[src/pdt_pkg.sv]
// ----------------------------------------------------------------------------
// pdt_pkg
// Shared types, control-byte bit positions and period helper for the
// programmable divider timer.
// ----------------------------------------------------------------------------
`default_nettype none

package pdt_pkg;

	// counter and period width
	localparam int unsigned CNT_W = 25;

	// command codes
	localparam logic CMD_TICK  = 1'b0;
	localparam logic CMD_WRITE = 1'b1;

	// control byte bit positions
	localparam int unsigned CB_RANGE = 4;
	localparam int unsigned CB_SET   = 5;
	localparam int unsigned CB_RESET = 6;
	localparam int unsigned CB_PAUSE = 7;

	// period bases for the short and long ranges
	localparam logic [CNT_W-1:0] SHORT_BASE = CNT_W'(2);
	localparam logic [CNT_W-1:0] LONG_BASE  = CNT_W'(512);

	// input beat
	typedef struct packed {
		logic       command;
		logic [7:0] control_byte;
	} in_t;

	// result beat
	typedef struct packed {
		logic timer_level;
		logic interrupt;
	} out_t;

	// period selected by a control byte
	function automatic logic [CNT_W-1:0] period_of(input logic [7:0] cb);
		logic [CNT_W-1:0] base;
		base = cb[CB_RANGE] ? SHORT_BASE : LONG_BASE;
		return base << cb[3:0];
	endfunction

endpackage

`default_nettype wire

[src/programmable_divider_timer_unit.sv]
// ----------------------------------------------------------------------------
// programmable_divider_timer_unit
// Binary divider timer with square-wave mode, driven by tick and
// control-byte beats, with a two-entry output register and skid stage.
// ----------------------------------------------------------------------------
// Each input beat is a tick or a control-byte write and gives exactly one
// result beat with the timer level and an interrupt flag. The timer state is
// updated in the cycle the beat is accepted, so one beat is taken every
// clock while in_ready is high; each result is registered in the output
// register, or in the skid stage while that is held. The skid stage keeps
// in_ready a registered signal: the block takes beats while a result waits,
// and stalls only once both result slots hold beats not yet taken.
`default_nettype none

module programmable_divider_timer_unit (
	input  wire logic          clk,
	input  wire logic          arst_n,
	input  wire logic          in_valid,
	output logic               in_ready,
	input  wire pdt_pkg::in_t  in_data,
	output logic               out_valid,
	input  wire logic          out_ready,
	output pdt_pkg::out_t      out_data
);

	// timer state
	logic [pdt_pkg::CNT_W-1:0] tick_count_q, period_q;
	logic                      square_mode_q, paused_q, output_level_q;

	// output register and skid stage
	logic          out_valid_q, skid_valid_q;
	pdt_pkg::out_t out_data_q, skid_data_q;

	// next-state logic
	logic                      in_accept, out_take;
	logic [pdt_pkg::CNT_W-1:0] new_period, count_dec;
	logic [pdt_pkg::CNT_W-1:0] tick_count_d, period_d;
	logic                      square_mode_d, paused_d, output_level_d, irq_d;
	pdt_pkg::out_t             result;

	assign in_ready  = !skid_valid_q;
	assign in_accept = in_valid && in_ready;
	assign out_take  = out_valid_q && out_ready;
	assign out_valid = out_valid_q;
	assign out_data  = out_data_q;

	assign new_period = pdt_pkg::period_of(in_data.control_byte);
	assign count_dec  = tick_count_q - pdt_pkg::CNT_W'(1);

	// write or tick update of the timer
	always_comb begin
		tick_count_d   = tick_count_q;
		period_d       = period_q;
		square_mode_d  = square_mode_q;
		paused_d       = paused_q;
		output_level_d = output_level_q;
		irq_d          = 1'b0;
		case (in_data.command)
			pdt_pkg::CMD_WRITE: begin
				output_level_d = 1'b1;
				period_d       = new_period;
				square_mode_d  = !in_data.control_byte[pdt_pkg::CB_RANGE]
					&& !in_data.control_byte[pdt_pkg::CB_SET];
				tick_count_d   = in_data.control_byte[pdt_pkg::CB_RESET] ?
					new_period : (new_period >> 1);
				paused_d       = in_data.control_byte[pdt_pkg::CB_PAUSE];
			end
			pdt_pkg::CMD_TICK: begin
				if (tick_count_q != '0 && !paused_q) begin
					tick_count_d = count_dec;
					if (count_dec == '0) begin
						irq_d = 1'b1;
						if (square_mode_q) begin
							output_level_d = !output_level_q;
							tick_count_d   = period_q >> 1;
						end else begin
							output_level_d = 1'b0;
							tick_count_d   = period_q;
						end
					end
				end
			end
			default: begin
				irq_d = 1'b0;
			end
		endcase
		result.timer_level = output_level_d;
		result.interrupt   = irq_d;
	end

	// timer state registers
	always_ff @(posedge clk or negedge arst_n) begin
		if (!arst_n) begin
			tick_count_q   <= '0;
			period_q       <= '0;
			square_mode_q  <= 1'b0;
			paused_q       <= 1'b1;
			output_level_q <= 1'b1;
		end else if (in_accept) begin
			tick_count_q   <= tick_count_d;
			period_q       <= period_d;
			square_mode_q  <= square_mode_d;
			paused_q       <= paused_d;
			output_level_q <= output_level_d;
		end
	end

	// result slot occupancy
	always_ff @(posedge clk or negedge arst_n) begin
		if (!arst_n) begin
			out_valid_q  <= 1'b0;
			skid_valid_q <= 1'b0;
		end else begin
			if (out_take) begin
				if (skid_valid_q) begin
					skid_valid_q <= 1'b0;
				end else if (!in_accept) begin
					out_valid_q <= 1'b0;
				end
			end else if (!out_valid_q) begin
				out_valid_q <= in_accept;
			end else if (in_accept) begin
				skid_valid_q <= 1'b1;
			end
		end
	end

	// result payload
	always_ff @(posedge clk) begin
		if (out_take) begin
			if (skid_valid_q) begin
				out_data_q <= skid_data_q;
			end else if (in_accept) begin
				out_data_q <= result;
			end
		end else if (!out_valid_q) begin
			if (in_accept) begin
				out_data_q <= result;
			end
		end else if (in_accept) begin
			skid_data_q <= result;
		end
	end

	// the skid stage only fills behind a held output beat
	a_skid_behind_out: assert property (@(posedge clk) disable iff (!arst_n)
		skid_valid_q |-> out_valid_q)
		else $error("skid stage holds a beat with the output register empty");

	// the counter never runs above the loaded period
	a_count_le_period: assert property (@(posedge clk) disable iff (!arst_n)
		tick_count_q <= period_q)
		else $error("tick count above period");

	// a control-byte write always leaves the output high
	a_write_sets_level: assert property (@(posedge clk) disable iff (!arst_n)
		(in_accept && in_data.command == pdt_pkg::CMD_WRITE) |=> output_level_q)
		else $error("output level low after a control-byte write");

	// a tick while paused leaves the counter alone
	a_pause_holds: assert property (@(posedge clk) disable iff (!arst_n)
		(in_accept && in_data.command == pdt_pkg::CMD_TICK && paused_q)
		|=> $stable(tick_count_q))
		else $error("counter moved while paused");

endmodule

`default_nettype wire

[config.mk]
export PLATFORM = sky130hd
export DESIGN_NAME = programmable_divider_timer_unit
export DESIGN_NICKNAME = d
export VERILOG_FILES = /design/src/pdt_pkg.sv /design/src/programmable_divider_timer_unit.sv
export SDC_FILE = /design/constraint.sdc
export NUM_CORES = 1
export LEC_CHECK = 0
export BUFFER_PORTS_ARGS = -buffer_cell sky130_fd_sc_hd__clkbuf_2
export CAP_MARGIN = 10
export CORE_UTILIZATION = 39
export CTS_CLUSTER_SIZE = 20
export DETAILED_ROUTE_END_ITERATION = 8
export GPL_TIMING_DRIVEN = 1
export HOLD_SLACK_MARGIN = 0.1
export PLACE_DENSITY = 0.54
export SETUP_SLACK_MARGIN = 0.2
export SYNTH_ARGS = -nofsm -noshare
export SYNTH_HDL_FRONTEND = slang
export SYNTH_SLANG_ARGS = --single-unit
[constraint.sdc]
create_clock -name clk -period 5 [get_ports clk]
set_input_delay 1.5 -clock clk [delete_from_list [all_inputs] [get_ports clk]]
set_output_delay 1.5 -clock clk [all_outputs]
set_load 0.005 [all_outputs]
# == After elaboration in Yosys (flattened, before gate mapping) ==
# Cells that the tools add are included.
# totals
regBits,59
output_inout_bits,4
# classes
n_bitwise,2
mux,24
n_addsub,1
eq_ne,4
n_shift,1
reduce_logical,18
# op_table
operator,n
two-way mux 25 bit,4
case mux 25 bit (2 select lines),1
logical NOT 25 bit,1
nonzero test 25 bit,1
left shift 10 x 4 -> 25 bit,1
"subtractor 25 x 1 -> 25 bit, second input constant",1
two-way mux 1 bit,13
two-way mux 10 bit,1
two-way mux 2 bit,4
AND reduction 2 bit,4
"!= test 2 bit, second input constant",3
logical NOT 1 bit,5
logical AND 1 bit,4
nonzero test 2 bit,2
AND reduction 3 bit,1
"!= test 2 x 1 -> 1 bit, second input constant",1
inverter 1 bit,2
case mux 1 bit (2 select lines),1

# == Depth between registers and ports, before layout ==
# logic_depth
ltp_word,8
ltp_mapped,12
mapped_depth_nobuf,10

# == Least setup slack after synthesis ==
# Ideal clock, no wire load.
# synth_timing
path_kind,in2reg
startpoint,input in_data[8] in the netlist's numbering
endpoint,register tick_count_q[23] in the netlist's numbering
path_stages,8
path_slack_ns,1.840
required_ns,4.926
t_arrival_ns,3.086
path_cell_list,clkbuf_1 > clkinv_1 > a21oi_1 > nand2_1 > or2_1 > buf_6 > buf_6 > o21ai_2
# synth_via
elab_chain_cells,3
elab_cells_between_ends,4
classes_between,1 x eq/ne; 1 x mux; 1 x bitwise; 1 x reduce/logical
# synth_rtl
item,line_no,rtl
"start, declared",programmable_divider_timer_unit.sv:20,"input wire pdt_pkg::in_t in_data,"
inverter 1 bit,n/a,
!= test 2 bit (no line),n/a,
AND reduction 2 bit (no line),n/a,
"end signal, assigned",programmable_divider_timer_unit.sv:100,tick_count_q <= tick_count_d;
"end, declared",programmable_divider_timer_unit.sv:27,"logic [pdt_pkg::CNT_W-1:0] tick_count_q, period_q;"
# Parallel ways exist; a longest one is shown, timed or not.
# A chain may end at the register's enable or synchronous reset.

# == Final worst setup path ==
# layout_timing
startpoint,register tick_count_q[1] in the netlist's numbering
endpoint,register tick_count_q[10] in the netlist's numbering
# layout_via
elab_chain_cells,5
elab_cells_between_ends,9
classes_between,1 x add/sub; 1 x eq/ne; 3 x mux; 4 x reduce/logical
# layout_rtl
item,line_no,rtl
subtractor 25 x 1 -> 25 bit,programmable_divider_timer_unit.sv:48,assign count_dec = tick_count_q - pdt_pkg::CNT_W'(1);
logical NOT 25 bit,programmable_divider_timer_unit.sv:71,if (count_dec == '0) begin
two-way mux 25 bit,programmable_divider_timer_unit.sv:71,
two-way mux 25 bit,programmable_divider_timer_unit.sv:69,if (tick_count_q != '0 && !paused_q) begin
case mux 25 bit (2 select lines),programmable_divider_timer_unit.sv:58,case (in_data.command)
# Parallel ways exist; a longest one is shown, timed or not. The select of a mux whose other input is x is not followed.

==> impl_metrics.xml <==
<?xml version="1.0" encoding="UTF-8"?>
<metrics>
  <group name="run_status">
    <metric name="outcome" unit="">finished clean</metric>
  </group>
  <group name="floorplanning">
    <metric name="floorplan.die.height" unit="um">101</metric>
    <metric name="fp.dieArea" unit="um2">10300</metric>
    <metric name="core_area" unit="um2">9420</metric>
    <metric name="die_w" unit="um">101</metric>
    <metric name="initial_utilization" unit="%">40.9</metric>
    <metric name="ios" unit="">17</metric>
    <metric name="rows" unit="">35</metric>
  </group>
  <group name="final_layout">
    <metric name="number_of_antenna_cells_inserted" unit="">0</metric>
    <metric name="final_net_count" unit="">479</metric>
    <metric name="final-instance-count-excl-fill" unit="">598</metric>
    <metric name="area.growth.synth_to_final" unit="%">9.96</metric>
    <metric name="post_route_cells_drive_above_1_share" unit="%">12.6</metric>
  </group>
  <group name="global_route">
    <metric name="track_usage" unit="%">26.2</metric>
    <metric name="first_global_vias" unit="">3507</metric>
    <metric name="wire_length_of_the_first_global_routing_pass" unit="um">19900</metric>
    <metric name="grt_antenna_before_repair" unit="">0</metric>
    <metric name="grt.overflow.total" unit="">0</metric>
    <metric name="largest_net_degree_at_the_start_of_global_routing" unit="">35</metric>
  </group>
  <group name="timing">
    <metric name="final-hold-violation-count" unit="">0</metric>
    <metric name="number_of_max_slew_violations_in_the_final_report" unit="">0</metric>
    <metric name="max_slew_margin" unit="%">38.7</metric>
    <metric name="timing.final.crit_period" unit="ns">4.22</metric>
    <metric name="achievable-frequency" unit="GHz">0.237</metric>
    <metric name="rsz_0062_raised_after_global_routing" unit="">false</metric>
    <metric name="fin_crit_sh" unit="%">84.4</metric>
    <metric name="tightest_slew" unit="ns">0.919</metric>
    <metric name="setup_total_negative_slack" unit="ns">0</metric>
    <metric name="clock_skew" unit="ns">0.0122</metric>
    <metric name="setup_viol_count_final" unit="">0</metric>
  </group>
  <group name="critical_path">
    <metric name="worstPathMaxFanout" unit="">19</metric>
    <metric name="arrival" unit="ns">4.45</metric>
    <metric name="setup_crit_start" unit="">tick_count_q[1]</metric>
    <metric name="timing.setup.critical_path_class" unit="">flop to flop</metric>
    <metric name="end_kind" unit="">flop</metric>
    <metric name="required_arrival_time_at_the_worst_endpoint" unit="ns">5.23</metric>
    <metric name="r2r_start" unit="">tick_count_q[1]</metric>
    <metric name="cp-start-kind" unit="">flop</metric>
  </group>
  <group name="power_and_ir_drop">
    <metric name="share_seq_of_total_power" unit="%">36.7</metric>
    <metric name="combPwrFrac" unit="%">40.5</metric>
    <metric name="vdd_ir_drop_max" unit="V">0.000231</metric>
    <metric name="sw_frac_of_total" unit="%">43.6</metric>
    <metric name="clkPwrFrac" unit="%">22.8</metric>
    <metric name="p_per_area" unit="nW/um2">520</metric>
    <metric name="cellLeakagePower" unit="nW">1.62</metric>
    <metric name="p_int" unit="W">0.00124</metric>
    <metric name="p_switching" unit="W">0.000960</metric>
  </group>
  <group name="logic_synthesis">
    <metric name="synth_top_flop_cell" unit="">dfrtp_1</metric>
    <metric name="synthesis.area_per_instance" unit="um2">8.38</metric>
    <metric name="synth_enable_flop_cells" unit="">4</metric>
    <metric name="synth_cells" unit="">460</metric>
    <metric name="synth_async_sr_flop_share" unit="%">93.1</metric>
    <metric name="synth_cell_types" unit="">62</metric>
    <metric name="synth_seq_area_share" unit="%">38.2</metric>
    <metric name="count_of_synthesis_stage_warnings_from_yosys" unit="">0</metric>
    <metric name="synth.net_count" unit="">475</metric>
    <metric name="synth_area" unit="um2">3850</metric>
    <metric name="yosys_register_bits" unit="">58</metric>
  </group>
  <group name="cts">
    <metric name="tritoncts" unit="">built</metric>
    <metric name="cts.repair_timing.setup_buffer_count" unit="">0</metric>
    <metric name="clkTransAtPathRegs" unit="ns">0.08</metric>
    <metric name="clock_insertion_delay_worst_skew" unit="ns">0.35</metric>
    <metric name="cts_inserted_buffers" unit="">9</metric>
    <metric name="cts-resized-gates" unit="">0</metric>
    <metric name="cts_hold_buffers" unit="">0</metric>
    <metric name="cts-root-to-sink-buffers" unit="">2</metric>
    <metric name="numClockSinks" unit="">58</metric>
    <metric name="cts-htree-levels" unit="">3</metric>
    <metric name="cts.root.buffer_cell" unit="">clkbuf_8</metric>
  </group>
  <group name="drt">
    <metric name="post_drt_wl_per_cell" unit="um">20.5</metric>
    <metric name="drtIter0Drc" unit="">400</metric>
    <metric name="detail-route-antenna-nets" unit="">0</metric>
    <metric name="finalWirelength" unit="um">12300</metric>
    <metric name="remaining_drcs" unit="">0</metric>
    <metric name="via_per_inst" unit="">6.02</metric>
    <metric name="vias" unit="">3602</metric>
    <metric name="dr.pass1.iters" unit="">6</metric>
  </group>
  <group name="min_path">
    <metric name="hold_path_startpoint" unit="">output_level_q</metric>
    <metric name="hold_path.class" unit="">flop to flop</metric>
  </group>
  <group name="place">
    <metric name="number_of_port_buffers" unit="">16</metric>
    <metric name="place.detailed.hpwl" unit="um">9110</metric>
    <metric name="post-place-cells" unit="">582</metric>
    <metric name="global_placer_s_final_weighted_congestion" unit="">0.982</metric>
  </group>
  <group name="run">
    <metric name="max_cap_violations" unit="">0</metric>
  </group>
</metrics>
## state kept, by name (all words and copies together), names as in the netlist
name / cells
out_valid: 1
period_q: 24
skid_valid_q: 1
square_mode_q: 1
tick_count_q: 25
out_data: 2
skid_data_q: 2
output_level_q: 1
paused_q: 1
## synthesized netlist by cell type, types with 2 or more instances
| cell | instances | area, um2 |
|---|---|---|
| buf_1 | 2 | 7.51 |
| o21ai_2 | 11 | 96.3 |
| a22o_1 | 6 | 52.6 |
| o221ai_1 | 4 | 35.0 |
| nand2b_1 | 5 | 31.3 |
| o22ai_1 | 5 | 31.3 |
| nor4_1 | 10 | 62.6 |
| o21ai_0 | 36 | 180 |
| o21ai_1 | 9 | 45.0 |
| dfrtp_1 | 52 | 1300 |
| o21a_1 | 3 | 22.5 |
| buf_2 | 2 | 10.0 |
| a21oi_1 | 14 | 70.1 |
| o32ai_1 | 4 | 35.0 |
| o31ai_1 | 9 | 67.6 |
| a22oi_1 | 4 | 30.0 |
| a221o_1 | 4 | 40.0 |
| clkbuf_1 | 23 | 86.3 |
| or3_1 | 8 | 50.1 |
| inv_1 | 7 | 26.3 |
| o211ai_1 | 3 | 22.5 |
| a311oi_1 | 3 | 26.3 |
| or4_1 | 2 | 15.0 |
| edfxtp_1 | 4 | 120 |
| a31oi_1 | 4 | 25.0 |
| xnor2_1 | 2 | 17.5 |
| nand4_1 | 4 | 25.0 |
| xor2_1 | 4 | 35.0 |
| mux2i_1 | 27 | 270 |
| dfstp_2 | 2 | 52.6 |
| nand3_1 | 17 | 85.1 |
| nor3_1 | 19 | 95.1 |
| and3_1 | 3 | 18.8 |
| buf_6 | 3 | 33.8 |
| nor2_1 | 47 | 176 |
| or2_2 | 2 | 12.5 |
| nand2_1 | 64 | 240 |
| nor2b_1 | 6 | 37.5 |
| ha_1 | 2 | 25.0 |
| a21o_1 | 2 | 15.0 |
## critical path: stages, from the launching register on
cell     delay, ns
dfrtp_1       0.46
inv_1         0.11
ha_1          0.41
nor4b_1       0.65
nand3_1       0.31
o41ai_4       0.49
a21oi_1       0.13
buf_4         0.20
nand2_1       0.18
or2_1         0.74
nor2_1        0.10
or3_1         0.32
## routing by layer
metal	wire, um	vias up	global-route usage, %	part of all wire [%]
met4	270	0	8.36	2.2
li1	-	1716	-	-
met3	625	26	3.86	5.1
met1	5660	1729	37.7	46
met2	5690	131	40.6	46
met5	0	-	0	0
## area by class of cell
type,count,area (um2)
well taps,129,161
flip-flops and latches,58,1470
inverters,8,30.0
clock inverters,6,90.1
multi-input cells,364,2210
fillers,944,5180
clock buffers,10,138
repair buffers,23,133
## path summary, 6_finish.rpt
path	end	slack [ns]	depth (start not counted)
worst min-delay path	output_level_q	0.49	2
max in group asynchronous	paused_q	2.88	2
worst max register to register	tick_count_q[10]	0.78	11
worst max-delay path	tick_count_q[10]	0.78	11
worst min register to register	output_level_q	0.49	2
min in group asynchronous	period_q[6]	1.20	1
## cells in the final DEF, fill, tap and decap left out, types with 7 or more instances in the layout
cell      synthesis  layout
nand2_1          64      64
dfrtp_1          52      52
nor2_1           47      47
o21ai_0          36      36
mux2i_1          27      27
nor3_1           19      19
nand3_1          17      17
clkbuf_2          0      16
a21oi_1          14      14
o21ai_2          11      11
nor4_1           10      10
clkbuf_8          0      10
o31ai_1           9       9
o21ai_1           9       9
or3_1             8       8
inv_1             7       7
buf_4             0       7
## power groups by stage
stage / registers [W] / logic, W / clock network (W)
after floorplan: 0.000711 / 0.000709 / 0
after global placement: 0.000810 / 0.000882 / 0
after CTS: 0.000800 / 0.000883 / 0.000509
after global routing: 0.000826 / 0.000989 / 0.000532
final: 0.000808 / 0.000891 / 0.000503
after detailed placement: 0.000808 / 0.000880 / 0
## logic make-up (layout without fill, tap and decap cells)
kind of cell / after synthesis / count (layout) / synth area share, %
flip-flops: 58 / 58 / 38.2
XOR/XNOR: 6 / 6 / 1.36
AND/OR/NAND/NOR: 198 / 198 / 24.6
buffers and inverters: 38 / 47 / 4.35
multiplexers: 29 / 29 / 7.59
adder cells (fa/ha/maj): 2 / 2 / 0.649
AO/OA/AOI/OAI: 129 / 129 / 23.2
## through the flow
step | setup slack [ns] | cell area, um2 | hold slack [ns] | util (%) | total power, W
3_3_place_gp | 0.949 | 4010 | 0.477 | 42.6 | 0.00169
6_report | 0.778 | 4240 | 0.493 | 45.0 | 0.00220
2_1_floorplan | 1.84 | 3850 | 0.465 | - | 0.00142
4_1_cts | 0.802 | 4240 | 0.498 | 45.0 | 0.00219
5_1_grt | 0.391 | 4240 | 0.539 | 45.0 | 0.00235
3_5_place_dp | 0.813 | 4010 | 0.488 | 42.6 | 0.00169
No activity file was read; power rests on OpenSTA's default activity.
